## src/hdl/wsso_pkg.sv

```systemverilog
// Shared types and constants for the saw/square wavetable oscillator.
`timescale 1ns / 1ps

package wsso_pkg;

  // Mix weights in Q0.15: 0.5*0.7 and 0.5*0.3
  localparam logic signed [15:0] MIX_SAW_Q15 = 16'sd11469;
  localparam logic signed [15:0] MIX_SQR_Q15 = 16'sd4915;

  localparam int unsigned QUEUE_DEPTH = 4;
  localparam int unsigned QPTR_BITS   = $clog2(QUEUE_DEPTH);

  // One sample request: phase at which to evaluate the waveform.
  typedef struct packed {
    logic        valid;
    logic [31:0] phase;
  } wsso_req_t;

endpackage

```

## src/hdl/wavetable_saw_square_oscillator_top.sv

```systemverilog
// Top level of the saw/square wavetable oscillator.
`timescale 1ns / 1ps

// Each tick request with tick=1 yields one signed Q1.15 sample, 0.35*saw + 0.15*square,
// both waveforms linearly interpolated at the current phase, after which the phase
// advances by phase_increment (mod 2^32); tick=0 is taken and yields nothing.
// A new request can be taken every cycle unless the queue is full; a taken request
// goes through the 4-deep request queue, which lets the front keep taking ticks
// while the output is stalled. The phase add in the front end is a registered
// loop; the datapath behind it is a four-register pipeline with two 17x17
// multipliers and two constant multipliers. Write phase_increment only while idle.
module wavetable_saw_square_oscillator_top
  import wsso_pkg::*;
#(
  parameter int unsigned TABLE_SIZE = 2048
) (
  input  logic               clk,
  input  logic               rst,
  input  logic               tick_valid,
  output logic               tick_stall,
  input  logic               tick,
  output logic               sample_valid,
  input  logic               sample_stall,
  output logic signed [15:0] sample,
  input  logic               cfg_valid,
  output logic               cfg_ready,
  input  logic [31:0]        phase_increment
);

  wsso_req_t push;
  wsso_req_t head;
  logic      q_full;
  logic      pop;

  wsso_front u_front (
    .clk             (clk),
    .rst             (rst),
    .tick_valid      (tick_valid),
    .tick_stall      (tick_stall),
    .tick            (tick),
    .cfg_valid       (cfg_valid),
    .cfg_ready       (cfg_ready),
    .phase_increment (phase_increment),
    .q_full          (q_full),
    .push            (push)
  );

  wsso_queue u_queue (
    .clk  (clk),
    .rst  (rst),
    .push (push),
    .full (q_full),
    .head (head),
    .pop  (pop)
  );

  wsso_back #(
    .TABLE_SIZE (TABLE_SIZE)
  ) u_back (
    .clk          (clk),
    .rst          (rst),
    .head         (head),
    .pop          (pop),
    .sample_valid (sample_valid),
    .sample_stall (sample_stall),
    .sample       (sample)
  );

endmodule

```

## src/hdl/wsso_front.sv

```systemverilog
// Front end: takes tick requests, owns the phase accumulator, queues phases.
`timescale 1ns / 1ps

module wsso_front
  import wsso_pkg::*;
(
  input  logic        clk,
  input  logic        rst,
  input  logic        tick_valid,
  output logic        tick_stall,
  input  logic        tick,
  input  logic        cfg_valid,
  output logic        cfg_ready,
  input  logic [31:0] phase_increment,
  input  logic        q_full,
  output wsso_req_t   push
);

  logic [31:0] phase_acc;
  logic [31:0] phase_inc;
  logic        accept;

  assign tick_stall = q_full;
  assign cfg_ready  = 1'b1;
  assign accept     = tick_valid && !tick_stall;

  // tick of 0 is swallowed here: no result, phase holds
  assign push.valid = accept && tick;
  assign push.phase = phase_acc;

  always_ff @(posedge clk) begin
    if (rst) begin
      phase_acc <= '0;
      phase_inc <= '0;
    end else begin
      if (cfg_valid && cfg_ready) begin
        phase_inc <= phase_increment;
      end
      if (push.valid) begin
        phase_acc <= phase_acc + phase_inc;
      end
    end
  end

  a_phase_step: assert property (@(posedge clk) disable iff (rst)
    (accept && tick) |=> (phase_acc == $past(phase_acc + phase_inc)))
    else $error("phase did not advance by the increment");

  a_phase_hold: assert property (@(posedge clk) disable iff (rst)
    (!push.valid) |=> $stable(phase_acc))
    else $error("phase moved without a sample request");

endmodule

```

## src/hdl/wsso_queue.sv

```systemverilog
// Short FIFO of pending sample phases between front end and datapath.
`timescale 1ns / 1ps

module wsso_queue
  import wsso_pkg::*;
(
  input  logic      clk,
  input  logic      rst,
  input  wsso_req_t push,
  output logic      full,
  output wsso_req_t head,
  input  logic      pop
);

  logic [31:0]          mem [QUEUE_DEPTH];
  logic [QPTR_BITS-1:0] wr_ptr;
  logic [QPTR_BITS-1:0] rd_ptr;
  logic [QPTR_BITS:0]   count;
  logic                 do_pop;

  assign full       = (count == (QPTR_BITS+1)'(QUEUE_DEPTH));
  assign head.valid = (count != '0);
  assign head.phase = mem[rd_ptr];
  assign do_pop     = pop && head.valid;

  always_ff @(posedge clk) begin
    if (push.valid) begin
      mem[wr_ptr] <= push.phase;
    end
  end

  always_ff @(posedge clk) begin
    if (rst) begin
      wr_ptr <= '0;
      rd_ptr <= '0;
      count  <= '0;
    end else begin
      if (push.valid) begin
        wr_ptr <= wr_ptr + 1'b1;
      end
      if (do_pop) begin
        rd_ptr <= rd_ptr + 1'b1;
      end
      case ({push.valid, do_pop})
        2'b10:   count <= count + 1'b1;
        2'b01:   count <= count - 1'b1;
        default: count <= count;
      endcase
    end
  end

  a_no_overflow: assert property (@(posedge clk) disable iff (rst)
    !(push.valid && full))
    else $error("request pushed into a full queue");

  a_count_bound: assert property (@(posedge clk) disable iff (rst)
    (count <= (QPTR_BITS+1)'(QUEUE_DEPTH)))
    else $error("queue count out of range");

endmodule

```

## src/hdl/wsso_back.sv

```systemverilog
// Datapath: table entry generation, two linear interpolations, mix, output register.
`timescale 1ns / 1ps

module wsso_back
  import wsso_pkg::*;
#(
  parameter int unsigned TABLE_SIZE = 2048
) (
  input  logic               clk,
  input  logic               rst,
  input  wsso_req_t          head,
  output logic               pop,
  output logic               sample_valid,
  input  logic               sample_stall,
  output logic signed [15:0] sample
);

  localparam int unsigned RAW_BITS = $clog2(TABLE_SIZE);
  localparam int unsigned IB = (RAW_BITS < 2) ? 2 : ((RAW_BITS > 16) ? 16 : RAW_BITS);

  logic en;
  logic v1, v2, v3;

  // stage 1: entries and differences
  logic [IB-1:0]        i0, i1;
  logic [15:0]          frac;
  logic [15:0]          su0, su1;
  logic signed [15:0]   saw0_c, saw1_c, sq0_c, sq1_c;
  logic signed [15:0]   saw0, sq0;
  logic signed [16:0]   saw_d, sq_d;
  logic [15:0]          f1;

  // stage 2: interpolated values
  logic signed [33:0]   saw_p, sq_p;
  logic signed [17:0]   saw_s, sq_s;
  logic signed [15:0]   saw_l, sq_l;

  // stage 3: weighted sum
  logic signed [31:0]   mix_sum;
  logic signed [31:0]   mix_c;

  // output
  logic signed [16:0]   mix_sh;
  logic signed [15:0]   mix_sat;

  assign en  = !(sample_valid && sample_stall);
  assign pop = en;

  assign i0   = head.phase[31 -: IB];
  assign i1   = i0 + 1'b1;
  assign frac = head.phase[31-IB -: 16];

  // saw entry is (i << (16-b)) - 32768: flip the top bit of the shifted index
  assign su0    = 16'(i0) << (16 - IB);
  assign su1    = 16'(i1) << (16 - IB);
  assign saw0_c = $signed(su0 ^ 16'h8000);
  assign saw1_c = $signed(su1 ^ 16'h8000);
  assign sq0_c  = i0[IB-1] ? -16'sd32768 : 16'sd32767;
  assign sq1_c  = i1[IB-1] ? -16'sd32768 : 16'sd32767;

  always_ff @(posedge clk) begin
    if (en) begin
      saw0  <= saw0_c;
      sq0   <= sq0_c;
      saw_d <= 17'(saw1_c) - 17'(saw0_c);
      sq_d  <= 17'(sq1_c) - 17'(sq0_c);
      f1    <= frac;
    end
  end

  assign saw_p = $signed({1'b0, f1}) * saw_d;
  assign sq_p  = $signed({1'b0, f1}) * sq_d;
  assign saw_s = 18'(saw0) + 18'(saw_p >>> 16);
  assign sq_s  = 18'(sq0) + 18'(sq_p >>> 16);

  always_ff @(posedge clk) begin
    if (en) begin
      saw_l <= saw_s[15:0];
      sq_l  <= sq_s[15:0];
    end
  end

  assign mix_c = 32'(saw_l) * 32'(MIX_SAW_Q15) + 32'(sq_l) * 32'(MIX_SQR_Q15);

  always_ff @(posedge clk) begin
    if (en) begin
      mix_sum <= mix_c;
    end
  end

  assign mix_sh  = 17'(mix_sum >>> 15);
  assign mix_sat = (mix_sh > 17'sd32767)  ? 16'sd32767 :
                   (mix_sh < -17'sd32768) ? -16'sd32768 : mix_sh[15:0];

  always_ff @(posedge clk) begin
    if (en) begin
      sample <= mix_sat;
    end
  end

  always_ff @(posedge clk) begin
    if (rst) begin
      v1           <= 1'b0;
      v2           <= 1'b0;
      v3           <= 1'b0;
      sample_valid <= 1'b0;
    end else if (en) begin
      v1           <= head.valid;
      v2           <= v1;
      v3           <= v2;
      sample_valid <= v3;
    end
  end

endmodule
```

## config.mk

```make
export PLATFORM = sky130hd
export DESIGN_NAME = wavetable_saw_square_oscillator_top
export DESIGN_NICKNAME = d
export VERILOG_FILES = /design/src/hdl/wsso_pkg.sv /design/src/hdl/wavetable_saw_square_oscillator_top.sv /design/src/hdl/wsso_front.sv /design/src/hdl/wsso_queue.sv /design/src/hdl/wsso_back.sv
export SDC_FILE = /design/constraint.sdc
export NUM_CORES = 2
export LEC_CHECK = 0
export ABC_AREA = 1
export BUFFER_PORTS_ARGS = -buffer_cell sky130_fd_sc_hd__buf_2
export CORE_MARGIN = 3
export CORE_UTILIZATION = 45
export CTS_BUF_LIST = sky130_fd_sc_hd__clkbuf_8 sky130_fd_sc_hd__clkbuf_16
export DETAILED_ROUTE_END_ITERATION = 7
export GPL_TIMING_DRIVEN = 1
export MAX_ROUTING_LAYER = met4
export PLACE_DENSITY = 0.73
export SLEW_MARGIN = 30
export SYNTH_ARGS = -nofsm -noshare
export SYNTH_HDL_FRONTEND = slang
export SYNTH_SLANG_ARGS = --single-unit
```

## constraint.sdc

```tcl
create_clock -name clk -period 6.8 [get_ports clk]
set_input_delay 2.04 -clock clk [delete_from_list [all_inputs] [get_ports clk]]
set_output_delay 2.04 -clock clk [all_outputs]
set_load 0.1 [all_outputs]
```

## Yosys cells after proc, flatten, opt, wreduce, memory -nomap -nowiden

Memories as Yosys holds them, arrays and structs flattened. A register that Yosys moved wholly into a read port is not among the register bits.
Cells that the tools add are included.
Widths: inputs -> output; s select.

- Muxes and demuxes: 8
- Reductions and logical operators: 8
- Bitwise operators: 2
- Magnitude comparators: 2
- Add/sub/neg operators: 11
- $mul: 4
- Eq/ne operators: 3

Operator list:

| cell | count |
|---|---|
| $add 32x32->32 | 2 |
| $mul 17x17->32 | 2 |
| $mux 16 | 3 |
| $sub 16x16->17 | 2 |
| $add 16x16->16 | 2 |
| $mul 16x15->31 const B | 1 |
| $mul 16x14->30 const B | 1 |
| $gt 17x16->1 const B | 1 |
| $lt 17x16->1 const B | 1 |
| $add 11x1->11 const B | 1 |
| $pmux 3 s2 | 1 |
| $add 2x1->2 const B | 2 |
| $logic_and 1x1->1 | 4 |
| $mux 2 | 2 |
| $add 3x1->3 const B | 1 |
| $eq 3x3->1 const B | 1 |
| $reduce_bool 3->1 | 1 |
| $sub 3x1->3 const B | 1 |
| $eq 2x1->1 const B | 1 |
| $eq 2x2->1 const B | 1 |
| $logic_not 1->1 | 2 |
| $mux 1 | 2 |
| $not 1->1 | 2 |
| $reduce_bool 2->1 | 1 |

- RAM bits: 128
- Bits of input ports: 38
- Memories: 1
- Output and inout bits: 19
- Flip-flop bits (word level): 232
- Logic and storage cells: 57

Memories:

| name | depth | bits a word | rd ports | clocked after memory_dff | write ports | RTL line | source |
|---|---|---|---|---|---|---|---|
| u_queue.mem | 4 | 32 | 1 | 1 | 1 | wsso_queue.sv:15 | `logic [31:0] mem [QUEUE_DEPTH];` |

## Longest topological paths before layout

- Depth in word-level cells: 6
- Mapped depth: 36
- Mapped depth without buffers: 34

## By module

A second synthesis with hierarchy kept.

- Cell total of the unflattened synthesis: 4701
- Area, all modules: 39909.5 µm²

By module, submodules not included:

| module | sequential area each (µm²) | times used | area each (µm²) | cells each |
|---|---|---|---|---|
| wsso_back | 3293.2 | 1 | 29933.7 | 3522 |
| wsso_queue | 4023.9 | 1 | 5247.5 | 375 |
| wsso_front | 1281.2 | 1 | 4728.3 | 804 |

## Worst setup path after synthesis

OpenSTA, ideal clock, no wires.

- Path type: register to register
- Start: register u_back.sq_d[15]
- End: register u_back.sq_l[10] (data pin)
- Arrival time: 6.705 ns
- Stages on the path, launching flop included: 28
- Period minus slack after synthesis: 6.964 ns
- Path buffers: 2
- Library setup time: 0.259 ns
- Slack: -0.164 ns
- Data required time: 6.541 ns
- Cells stage by stage: edfxtp_1 clkbuf_1 buf_1 nand2_1 fa_1 fa_1 fa_1 inv_1 fa_1 fa_1 inv_1 fa_1 inv_1 ha_1 a21o_1 a31oi_1 o21ai_0 a21oi_1 xnor2_1 ha_1 fa_1 nand3_1 nand2_1 a31oi_1 o21ai_0 nand3_1 nand2_1 xor2_1

- Cells in the longest elaborated chain, start to end: 2

RTL lines:

| item | RTL line | source |
|---|---|---|
| start, declared | wsso_back.sv:30 | `logic signed [16:0] saw_d, sq_d;` |
| start signal, assigned | wsso_back.sv:66 | `sq_d <= 17'(sq1_c) - 17'(sq0_c);` |
| $mul 17x17->32 | wsso_back.sv:72 | `assign sq_p = $signed({1'b0, f1}) * sq_d;` |
| $add 16x16->16 | wsso_back.sv:74 | `assign sq_s = 18'(sq0) + 18'(sq_p >>> 16);` |
| via u_back.sq_s[10] | wsso_back.sv:35 | `logic signed [17:0] saw_s, sq_s;` |
| end signal, assigned | wsso_back.sv:79 | `sq_l <= sq_s[15:0];` |
| end, declared | wsso_back.sv:36 | `logic signed [15:0] saw_l, sq_l;` |

The timed path passes the listed nets, and every way through them passes these cells.
A chain may end at the register's enable or synchronous reset.

## Final worst setup path

- Start: register u_back.sq_d[15]
- End: register u_back.sq_l[14] (data pin)

Same word-level chain as after synthesis.

==> results.md <==
- Worst EP arrival: 7.19 ns
- Crit path largest cell delay: 0.56 ns
- Synthesis Warnings: 0
- Later-pin clock latency in the skew report: 0.62 ns
- Slowest stage cell on the critical path: fa_1
- Reg area: 0.007998 mm²
- H-Tree Depth: 1
- CTS sink cnt: 292
- Worst Hold Class: flop to flop
- All-layer global routing usage: 22.58%
- Number of detailed-route iterations in the first pass: 5
- Run status: complete, but fails checks
- Hold slack: 0.4599 ns
- Final Skew: 0.02493 ns
- I/O Buffers: 55
- Ports: 57
- Synth Area per Inst: 8.445 µm²
- CTS tree: yes
- Ys flop type: edfxtp_1
- CTS Buf Count: 31
- Fmax: 146.4 MHz
- Initial Utilization: 45.57%
- Synthesized net count: 5767
- Post-synthesis register bit count: 292
- Hold Vio Cnt, Final: 0
- Tcrit/Tclk final: 100.5%
- Syn-to-layout area delta: 13.98%
- Slew margin rel.: 27.37%
- Required @ worst endpoint: 7.16 ns
- Fill count: 7952
- Unrepaired setup endpoints after global routing: yes
- Hold EP: u_back.v3
- Per-cell routed wire length: 16.51 µm
- Core Rows: 108
- Layout cell share with drive strength beyond 1: 12.29%
- Global-route wire length before repair: 160700 µm
- Fin crit period: 6.832 ns
- Core Region: 0.08702 mm²
- R2R depth: 32
- Post-Syn Area: 0.03966 mm²
- Commonest non-fill, non-tap cells in the layout: 1076 x inv_1, 770 x nand2_1, 493 x ha_1
- GRT Residual Overflow: 0
- FF-to-FF Start: u_back.sq_d[15]
- DRC: 0
- Critical Path Fanout Max: 6
- Worst-path clk slew: 0.07 ns
- CP Capture Type: flop
- Drt initial violations: 1773
- Die ar.: 0.09172 mm²
- Initial antenna violation count: 0
- Final Cell Area: 0.04520 mm²
- Setup CP Type: flop to flop
- Routed Antenna Nets: 0
- Drt via density: 5.077
- Root buffer cell: clkbuf_16
- Dpl cell area: 0.04249 mm²
- Area of the multi-input gates: 0.02832 mm²
- CTS max path bufs: 3
- Die height: 302.9 µm
- Critical Path Source Type: flop
- DIE WIDTH: 302.9 µm
- Failing checks: negative setup slack
- Post-synth ARST share: 0%
- Hold Crit Start: u_back.v3
- Reg2reg setup slack: -0.03 ns
- Hold depth: 2
- Routed via count: 31060
- Total placed cells including tap cells: 5997
- DP Wirelength: 84550 µm
- Final WL: 101000 µm
- Commonest non-fill, non-tap cell in the layout: inv_1
- Cells after Synth: 4696
- Slew @ Worst Pin: 1.089 ns
- Crit path top cell by count: fa_1
- Sequential share of the synthesized area: 20.17%
- Vias in the first global route: 31910
- Pins Over Slew Limit: 0
- Layout Nets: 6008
- Max-Cap Viols: 0
- Critical R2R Capture: u_back.sq_l[14]
- Setup WS post-layout: -0.03222 ns
- Fin cells: 6118
- Post-synth EDFFs: 215
- Pin count of the biggest net entering global routing: 77
- Final Setup Violations: 1
- GP Congestion: 0.9857
- Netlist cell types: 50
critical path: cells and delay by family (launching register included):
kind	cells	cell delay [ns]
simple gates	10	1.03
buf+inv	9	0.87
xor+xnor	2	0.31
compound gates	3	0.45
fa+ha+maj	8	3.52
flops	1	0.39
sequential cells by signal, indices dropped and copies added, names as in the netlist, 11 cells and up, named ones only:
register and flops:
u_queue.mem 108, u_front.phase_acc 32, u_front.phase_inc 32, u_back.mix_sum 17
u_back.f1 16, u_back.sample 16, u_back.saw_l 16, u_back.sq_l 16
u_back.saw_d 11
metrics by stage:
step / setup TNS, ns / utilization (%) / worst slack, ns
floorplan: 0 / - / 0.03233
global placement: -0.02367 / 48.83 / -0.02367
detailed placement: -0.3786 / 48.83 / -0.08736
CTS: 0 / 50.07 / 0.001883
global route: -1.765 / 51.94 / -0.2556
finish: -0.03222 / 51.94 / -0.03222
how the worst max path moves through the flow:
stage / start / end / slack (ns)
after CTS: u_back.sq_d[15] / u_back.sq_l[14] / 0.002
after global routing: u_back.sq_d[15] / u_back.sq_l[14] / -0.26
after floorplan: u_back.sq_d[15] / u_back.sq_l[10] / 0.03
final: u_back.sq_d[15] / u_back.sq_l[14] / -0.03
after detailed placement: u_back.sq_d[15] / u_back.sq_l[15] / -0.09
after global placement: u_back.sq_d[15] / u_back.sq_l[15] / -0.02
routing by layer:
| metal | GRT usage, % | vias up | routed length (µm) |
|---|---|---|---|
| met2 | 41.05 | 758 | 51710 |
| met5 | - | - | 0 |
| met4 | 8.668 | 0 | 5198 |
| li1 | - | 15200 | - |
| met3 | 1.939 | 217 | 3689 |
| met1 | 25.78 | 14890 | 40420 |
logic make-up (layout without fill, tap and decap cells):
group | after synthesis | in the layout | synth area share (%)
AOI/OAI and AO/OA | 580 | 580 | 8.039
xor gates and xnor gates | 148 | 148 | 3.307
adders and majority gates | 1033 | 1033 | 42.06
buffers and inverters | 1181 | 1447 | 11.33
DFF | 292 | 292 | 20.17
other | 1 | 2 | 0.009456
and+or+nand+nor | 1461 | 1461 | 15.09
what timing repair did:
action / 4_1_cts / 5_1_grt
buffers inserted: 2 / 58
setup endpoints to repair: 10 / 32
pin swaps: 4 / 65
gates cloned: 0 / 2
hold buffers: 0 / 0
gates resized for setup: 16 / 260
synthesized netlist by cell type, drive strengths merged (2+ instances only):
| master | instances | area share [%] |
|---|---|---|
| or2 | 4 | 0.063 |
| inv | 1088 | 10 |
| a21o | 25 | 0.47 |
| dfxtp | 77 | 3.9 |
| edfxtp | 215 | 16 |
| ha | 533 | 17 |
| o211ai | 11 | 0.21 |
| nand2 | 827 | 8.0 |
| nor3 | 36 | 0.45 |
| a31oi | 13 | 0.21 |
| fa | 500 | 25 |
| and2 | 3 | 0.047 |
| o22ai | 17 | 0.27 |
| a21oi | 237 | 3.0 |
| o21ai | 220 | 2.8 |
| o2111ai | 2 | 0.044 |
| xor2 | 96 | 2.1 |
| a211oi | 4 | 0.076 |
| xnor2 | 52 | 1.2 |
| nor2 | 375 | 3.6 |
| o21a | 15 | 0.28 |
| buf | 16 | 0.30 |
| clkbuf | 77 | 0.73 |
| a21boi | 10 | 0.19 |
| o21bai | 20 | 0.38 |
| nand3b | 5 | 0.095 |
| nand3 | 166 | 2.2 |
| nor4 | 14 | 0.22 |
| nand4 | 30 | 0.47 |
area by class of cell:
class                      count  area share (%)
multi-input combinational   3223           62.64
antenna                        1        0.005536
clock buffer                  35           1.838
sequential                   292           17.69
inverter                    1088           9.049
timing repair buffer         301           5.157
tap                         1155           3.197
clock inverter                23          0.4152
Power is not shown: default switching activity piles up to over one toggle a cycle in this logic, so the estimate is an artifact.
